File: src/rtl/fbrf_pkg.sv
// Shared types, codes and helpers of the framebuffer fill and copy unit.
package fbrf_pkg;

  // Build-time defaults of the top-level parameters
  localparam int MAX_WIDTH_DEF  = 128;
  localparam int MAX_HEIGHT_DEF = 128;

  // Number of framebuffers, one byte memory each
  localparam int BUFFER_COUNT = 2;

  // Width of a byte count along one row (255 pixels times 4 bytes)
  localparam int LEN_W    = 10;
  // Width of a row stride in bytes
  localparam int STRIDE_W = 10;
  // Width of a row offset: 8-bit row times 10-bit stride
  localparam int OFF_W    = 18;

  // Stream payload widths, padded to whole bytes
  localparam int IN_DATA_W  = 72;
  localparam int OUT_DATA_W = 40;

  // Configuration register indexes
  localparam logic [1:0] CFG_DISP_WIDTH  = 2'd0;
  localparam logic [1:0] CFG_DISP_HEIGHT = 2'd1;
  localparam logic [1:0] CFG_PIXEL_BYTES = 2'd2;

  typedef enum logic [1:0] {
    CMD_SET_PIXEL = 2'd0,
    CMD_GET_PIXEL = 2'd1,
    CMD_FILL_RECT = 2'd2,
    CMD_COPY_RECT = 2'd3
  } cmd_e;

  typedef enum logic [2:0] {
    ST_CLEAR,
    ST_IDLE,
    ST_SETUP,
    ST_WALK,
    ST_DRAIN,
    ST_FINISH
  } state_e;

  // One command request
  typedef struct packed {
    cmd_e        command;
    logic        target_buffer;
    logic        source_buffer;
    logic [7:0]  pos_x;
    logic [7:0]  pos_y;
    logic [7:0]  rect_width;
    logic [7:0]  rect_height;
    logic [31:0] pixel_color;
  } item_t;

  // One result
  typedef struct packed {
    logic        status;
    logic [31:0] read_color;
  } result_t;

  // Screen geometry after saturation, as the sequencer sees it
  typedef struct packed {
    logic [7:0]          width;
    logic [7:0]          height;
    logic [2:0]          bytes;
    logic                word;
    logic [STRIDE_W-1:0] stride;
  } cfg_eff_t;

  // Multiply a pixel count by a depth of 1 to 4 bytes with shifts and one add
  function automatic logic [LEN_W-1:0] times_bytes(input logic [7:0] v,
                                                   input logic [2:0] b);
    logic [LEN_W-1:0] v10;
    logic [LEN_W-1:0] r;
    v10 = LEN_W'(v);
    case (b)
      3'd2:    r = v10 << 1;
      3'd3:    r = v10 + (v10 << 1);
      3'd4:    r = v10 << 2;
      default: r = v10;
    endcase
    return r;
  endfunction

endpackage

File: src/rtl/fbrf_ctrl.sv
// Command sequencer: memory clearing pass, bounds check and rectangle walk.
module fbrf_ctrl import fbrf_pkg::*; #(
  parameter int MAX_WIDTH  = MAX_WIDTH_DEF,
  parameter int MAX_HEIGHT = MAX_HEIGHT_DEF
) (
  input  logic                         clk,
  input  logic                         rst,
  input  logic                         in_valid,
  output logic                         in_ready,
  input  item_t                        item,
  input  cfg_eff_t                     cfg,
  output logic                         res_valid,
  input  logic                         res_ready,
  output result_t                      res,
  output logic [BUFFER_COUNT-1:0]      mem_we,
  output logic [$clog2(MAX_WIDTH*MAX_HEIGHT*4)-1:0] mem_waddr,
  output logic [7:0]                   mem_wdata,
  output logic [$clog2(MAX_WIDTH*MAX_HEIGHT*4)-1:0] mem_raddr,
  input  logic [7:0]                   mem_rdata [BUFFER_COUNT]
);

  localparam int DEPTH  = MAX_WIDTH * MAX_HEIGHT * 4;
  localparam int ADDR_W = $clog2(DEPTH);

  state_e state, state_next;

  item_t             item_q;
  logic [ADDR_W-1:0] clr_addr;
  logic [ADDR_W-1:0] row_base;
  logic [LEN_W-1:0]  j;
  logic [LEN_W-1:0]  row_last;
  logic [7:0]        row_idx;
  logic [7:0]        rows_last;
  logic [1:0]        lane;
  logic              status_q;
  logic [31:0]       rd_acc;
  logic              get_pend;
  logic [1:0]        get_lane;
  logic              cp_we;
  logic [ADDR_W-1:0] cp_addr;

  logic              is_point;
  logic              reject;
  logic              empty;
  logic [8:0]        x_end;
  logic [8:0]        y_end;
  logic [LEN_W-1:0]  xb;
  logic [OFF_W-1:0]  y_off;
  logic [ADDR_W-1:0] base_init;
  logic [LEN_W-1:0]  len_init;
  logic [7:0]        rows_init;
  logic [ADDR_W-1:0] walk_addr;
  logic              row_end;
  logic              walk_last;
  logic [1:0]        lane_eff;
  logic [1:0]        lane_last;
  logic [2:0]        bytes_m1;
  logic              clr_last;
  logic [7:0]        color_byte;

  // Bounds check and start address of the request
  assign is_point  = (item_q.command == CMD_SET_PIXEL) || (item_q.command == CMD_GET_PIXEL);
  assign x_end     = {1'b0, item_q.pos_x} + {1'b0, item_q.rect_width};
  assign y_end     = {1'b0, item_q.pos_y} + {1'b0, item_q.rect_height};
  assign reject    = is_point ? ((item_q.pos_x >= cfg.width) || (item_q.pos_y >= cfg.height))
                              : ((x_end > {1'b0, cfg.width}) || (y_end > {1'b0, cfg.height}));
  assign xb        = times_bytes(item_q.pos_x, cfg.bytes);
  assign y_off     = OFF_W'(item_q.pos_y) * OFF_W'(cfg.stride);
  assign base_init = ADDR_W'(y_off + OFF_W'(xb));
  assign len_init  = is_point ? (cfg.word ? LEN_W'(cfg.bytes) : LEN_W'(1))
                              : times_bytes(item_q.rect_width, cfg.bytes);
  assign rows_init = is_point ? 8'd1 : item_q.rect_height;
  assign empty     = (len_init == '0) || (rows_init == '0) ||
                     ((item_q.command == CMD_COPY_RECT) &&
                      (item_q.source_buffer == item_q.target_buffer));

  // Walk position inside the rectangle
  assign walk_addr = row_base + ADDR_W'(j);
  assign row_end   = (j == row_last);
  assign walk_last = row_end && (row_idx == rows_last);
  assign bytes_m1  = cfg.bytes - 3'd1;
  assign lane_last = bytes_m1[1:0];
  assign lane_eff  = cfg.word ? lane : 2'd0;
  assign clr_last  = (clr_addr == ADDR_W'(DEPTH - 1));

  // Pick the color byte for the current lane
  always_comb begin
    case (lane_eff)
      2'd1:    color_byte = item_q.pixel_color[15:8];
      2'd2:    color_byte = item_q.pixel_color[23:16];
      2'd3:    color_byte = item_q.pixel_color[31:24];
      default: color_byte = item_q.pixel_color[7:0];
    endcase
  end

  // Next state
  always_comb begin
    state_next = state;
    case (state)
      ST_CLEAR:  if (clr_last) state_next = ST_IDLE;
      ST_IDLE:   if (in_valid) state_next = ST_SETUP;
      ST_SETUP:  state_next = (reject || empty) ? ST_FINISH : ST_WALK;
      ST_WALK: begin
        if (walk_last) begin
          state_next = ((item_q.command == CMD_GET_PIXEL) ||
                        (item_q.command == CMD_COPY_RECT)) ? ST_DRAIN : ST_FINISH;
        end
      end
      ST_DRAIN:  state_next = ST_FINISH;
      ST_FINISH: if (res_ready) state_next = ST_IDLE;
      default:   state_next = ST_IDLE;
    endcase
  end

  // Handshakes and memory ports
  always_comb begin
    in_ready  = (state == ST_IDLE);
    res_valid = (state == ST_FINISH);
    mem_we    = '0;
    mem_waddr = walk_addr;
    mem_wdata = color_byte;
    mem_raddr = walk_addr;
    case (state)
      ST_CLEAR: begin
        mem_we    = '1;
        mem_waddr = clr_addr;
        mem_wdata = 8'h00;
      end
      ST_WALK: begin
        if ((item_q.command == CMD_SET_PIXEL) || (item_q.command == CMD_FILL_RECT)) begin
          mem_we[item_q.target_buffer] = 1'b1;
        end
      end
      default: ;
    endcase
    // Copy writes land in the cycle after their read
    if (cp_we) begin
      mem_we                       = '0;
      mem_we[item_q.target_buffer] = 1'b1;
      mem_waddr                    = cp_addr;
      mem_wdata                    = mem_rdata[item_q.source_buffer];
    end
  end

  assign res.status     = status_q;
  assign res.read_color = rd_acc;

  // Control state
  always_ff @(posedge clk) begin
    if (rst) begin
      state    <= ST_CLEAR;
      clr_addr <= '0;
      get_pend <= 1'b0;
      cp_we    <= 1'b0;
    end else begin
      state    <= state_next;
      if (state == ST_CLEAR) begin
        clr_addr <= clr_addr + ADDR_W'(1);
      end
      get_pend <= (state == ST_WALK) && (item_q.command == CMD_GET_PIXEL);
      cp_we    <= (state == ST_WALK) && (item_q.command == CMD_COPY_RECT);
    end
  end

  // Request capture, walk counters and read assembly
  always_ff @(posedge clk) begin
    cp_addr  <= walk_addr;
    get_lane <= lane_eff;
    if (in_valid && in_ready) begin
      item_q <= item;
    end
    if (state == ST_SETUP) begin
      status_q  <= reject;
      row_base  <= base_init;
      row_last  <= len_init - LEN_W'(1);
      rows_last <= rows_init - 8'd1;
      row_idx   <= '0;
      j         <= '0;
      lane      <= '0;
      rd_acc    <= '0;
    end
    if (state == ST_WALK) begin
      if (row_end) begin
        j        <= '0;
        lane     <= '0;
        row_base <= row_base + ADDR_W'(cfg.stride);
        row_idx  <= row_idx + 8'd1;
      end else begin
        j    <= j + LEN_W'(1);
        lane <= (lane == lane_last) ? 2'd0 : lane + 2'd1;
      end
    end
    if (get_pend) begin
      case (get_lane)
        2'd1:    rd_acc[15:8]  <= mem_rdata[item_q.target_buffer];
        2'd2:    rd_acc[23:16] <= mem_rdata[item_q.target_buffer];
        2'd3:    rd_acc[31:24] <= mem_rdata[item_q.target_buffer];
        default: rd_acc[7:0]   <= mem_rdata[item_q.target_buffer];
      endcase
    end
  end

endmodule

File: config.mk
export PLATFORM = sky130hd
export DESIGN_NAME = fbrf_ctrl
export DESIGN_NICKNAME = d
export VERILOG_FILES = /design/src/rtl/fbrf_pkg.sv /design/src/rtl/fbrf_ctrl.sv
export SDC_FILE = /design/constraint.sdc
export NUM_CORES = 1
export LEC_CHECK = 0
export BUFFER_PORTS_ARGS = -buffer_cell sky130_fd_sc_hd__buf_2
export CAP_MARGIN = 20
export CORE_ASPECT_RATIO = 1.5
export CORE_UTILIZATION = 40
export CTS_CLUSTER_SIZE = 8
export DETAILED_ROUTE_END_ITERATION = 8
export GPL_ROUTABILITY_DRIVEN = 0
export HOLD_SLACK_MARGIN = 0.1
export SLEW_MARGIN = 20
export SYNTH_ARGS = -nofsm -noshare
export SYNTH_HDL_FRONTEND = slang
export SYNTH_SLANG_ARGS = --single-unit
export TNS_END_PERCENT = 20
File: constraint.sdc
create_clock -name clk -period 14.1 [get_ports clk]
set_input_delay 2.115 -clock clk [delete_from_list [all_inputs] [get_ports clk]]
set_output_delay 2.115 -clock clk [all_outputs]
set_load 0.005 [all_outputs]
==> summary.txt <==
Drt
  • Routed vias: 11400
  • Post-detailed-route count of antenna-violating nets: 0
  • DR WL/cell: 16.4 um
  • First-pass DRT Iterations: 7
  • Final wirelength: 35.2 mm
  • Initial DRC Count: 676
  • DR DRC count: 0
  • Via density: 5.29

Synth
  • Post-synth cell types: 79
  • Sequential element share of the synthesized area: 0.346
  • Syn Area/Cell: 9.38 sq um
  • Post-synth ARST share: 0
  • Synthesis warning total: 0
  • Synth Register Bits: 194
  • Ys flop type: edfxtp_1
  • Syn nets: 1810
  • Number of synthesized flops with an enable pin: 99
  • Post-Syn Instances: 1504
  • Post-Syn Area: 14100 sq um

Clock network
  • Clock transition at path regs: 0.08 ns
  • Worst skew pair latency: 0.46 ns
  • CTS root buffer: clkbuf_16
  • Cts repair resizes: 0
  • CTS tree: built
  • Htree depth: 4
  • CTS buffer count: 17
  • Post-CTS Setup Inserts: 0
  • Clock sink total: 194
  • CTS Buffer Depth: 2
  • Cts hold-fix bufs: 0

Global routing
  • Vias in the first global route: 11000
  • First-pass GRT wire length: 56.2 mm
  • M1 GR Usage: 0.226
  • Total GRT Usage: 0.199
  • GR peak layer: met2
  • Largest net degree at the start of global routing: 69
  • GR Overflow Total: 0
  • M2 GR Usage: 0.371
  • Initial antenna violation count: 0
  • GR Util met3: 0.0271

Cells and area
  • Most frequent cells in the layout: buf_2 (194), nand2_1 (173), inv_1 (129)
  • Fillcell total: 3393
  • Area growth, synth to finish: 14.0%
  • Final net count: 1974
  • Antenna Cells: 0
  • Share of cells above drive strength 1: 0.153
  • Post-route cell area: 16100 sq um
  • Commonest non-fill, non-tap cell in the layout: buf_2

Placement
  • Post-DP HPWL: 27.9 mm
  • IO Port Bufs: 194
  • DP Area: 15500 sq um

STA
  • Layout Skew: 0.0127 ns
  • Slew @ Worst Pin: 0.996 ns
  • Relative slew margins: 0.336
  • Max-slew violation total from the final report: 0
  • Final hold viol count: 0
  • Peak Freq: 135 MHz
  • Unrepaired setup endpoints after global routing: false
  • Period utilization: 0.524
  • Setup TNS: 0 ns
  • Final min period: 7.39 ns
  • Final number of setup-violating endpoints: 0

Die
  • DIE HEIGHT: 232 um
  • DIE WIDTH: 155 um
  • Core ar.: 34500 sq um
  • Initial Util: 0.409
  • Row cnt: 83
  • I/O pins: 195
  • Die area: 36000 sq um

Critical path
  • Cells along the critical path: buf_2, inv_1, ha_1, nor2b_1, or2_2, a222oi_1, a21boi_0, fa_1, fa_1, inv_1, fa_1, inv_1, fa_1, inv_1, ha_1, o21ai_0, a21oi_1, o211ai_1, a21oi_1, nor3_1, xor2_1, a221oi_1
  • CP arrival: 7.75 ns
  • Required @ worst endpoint: 14.46 ns
  • CP Capture Type: flip-flop
  • Slowest cell on the critical path: fa_1
  • Maximum net fanout on the critical path: 7
  • Critical path startpoint category: input port
  • Buffers & Inverters on Critical Path: 5
  • Critical path type: in2reg
  • CP max stage delay: 0.53 ns
  • CP delay by family, top: adder cells

Run status
  • Outcome: completed

Hold path
  • Worst Hold Class: reg2reg

Power
  • Cell Pwr Density: 84.6 nW/um^2
  • Maximum vdd drop: 0.0674 mV
  • Lkg Pwr: 7.11 nW
  • Pwr Total: 1.36 mW

Flow run
  • Maxcap violations: 0
[logic make-up after synthesis]
family,share of synthesized area
fa+ha+maj,0.200
buf+inv,0.0504
compound gates,0.150
flops,0.346
mux,0.0249
simple gates,0.166
xor+xnor,0.0627
[state kept, by name, indices dropped and copies added, names as in the netlist, 8 cells and up]
signal     flops
rows_last      8
cp_addr       16
rd_acc        32
row_last      10
row_idx        8
clr_addr      16
item_q        68
j             10
row_base      16
[stage by stage]
step / util / hold slack, ns / setup WS [ns] / instances
2_1_floorplan: - / 0.449 / 7.08 / 1504
3_3_place_gp: 0.449 / 0.430 / 6.34 / 2116
3_5_place_dp: 0.449 / 0.437 / 6.17 / 2116
4_1_cts: 0.466 / 0.456 / 6.66 / 2148
5_1_grt: 0.466 / 0.478 / 6.42 / 2148
6_report: 0.466 / 0.449 / 6.71 / 2148
[power breakdown]
part / leakage, nW / switching (mW) / internal [mW] / total [mW]
Combinational: 5.19 / 0.152 / 0.122 / 0.274
Clock: 0.283 / 0.252 / 0.238 / 0.490
Sequential: 1.64 / 0.00235 / 0.593 / 0.596
[final cells by class]
type / instances / area [sq um] / area share
Timing Repair Buffer: 200 / 1020 / 0.0632
Inverter: 129 / 484 / 0.0301
Clock inverter: 15 / 165 / 0.0103
Multi-Input combinational cell: 1126 / 8530 / 0.530
Sequential cell: 194 / 4870 / 0.303
Tap cell: 467 / 584 / 0.0363
Clock buffer: 17 / 425 / 0.0265
[worst register-to-register path, stage by stage (launching register included)]
cell and delay [ns]:
edfxtp_1 0.56, ha_1 0.37, a21o_1 0.10, a21oi_1 0.09, o21bai_1 0.15, a21oi_1 0.12
or3b_2 0.47, a31o_2 0.24, a221oi_1 0.52, fa_1 0.54, fa_1 0.53, fa_1 0.44
fa_1 0.54, inv_1 0.04, ha_1 0.35, nand2_1 0.06, o21ai_0 0.25, a41oi_1 0.20
a211oi_1 0.29, xnor2_1 0.15, o211ai_1 0.09
[metal layers]
metal | up-vias | part of all wire
li1 | 5635 | -
met1 | 5423 | 0.41
met2 | 268 | 0.53
met3 | 47 | 0.040
met4 | 0 | 0.026
met5 | - | 0
[Yosys cell counts (16+ instances only)]
| library cell | count | area, sq um |
|---|---|---|
| nand3_1 | 39 | 195 |
| o21ai_0 | 102 | 510 |
| inv_1 | 129 | 484 |
| xor2_1 | 49 | 429 |
| clkbuf_1 | 41 | 154 |
| ha_1 | 125 | 1560 |
| a21oi_1 | 72 | 360 |
| nor2_1 | 81 | 304 |
| xnor2_1 | 52 | 455 |
| o2111ai_1 | 16 | 140 |
| dfxtp_1 | 95 | 1900 |
| fa_1 | 63 | 1260 |
| nand2b_1 | 19 | 119 |
| and2_1 | 42 | 263 |
| nand2_1 | 173 | 649 |
| mux2i_1 | 34 | 340 |
| edfxtp_1 | 99 | 2970 |
| nand4_1 | 19 | 119 |
| nor3_1 | 25 | 125 |
[final timing paths]
check                   from  slack, ns  depth (start not counted)            to
setup reg to reg  item_q[57]       7.87                         20  row_base[14]
setup / recovery     cfg[11]       6.71                         22  row_base[13]
hold / removal    rd_acc[16]       0.45                          2    rd_acc[16]
hold reg to reg   rd_acc[16]       0.45                          2    rd_acc[16]
(Power assumes the default switching activity.)
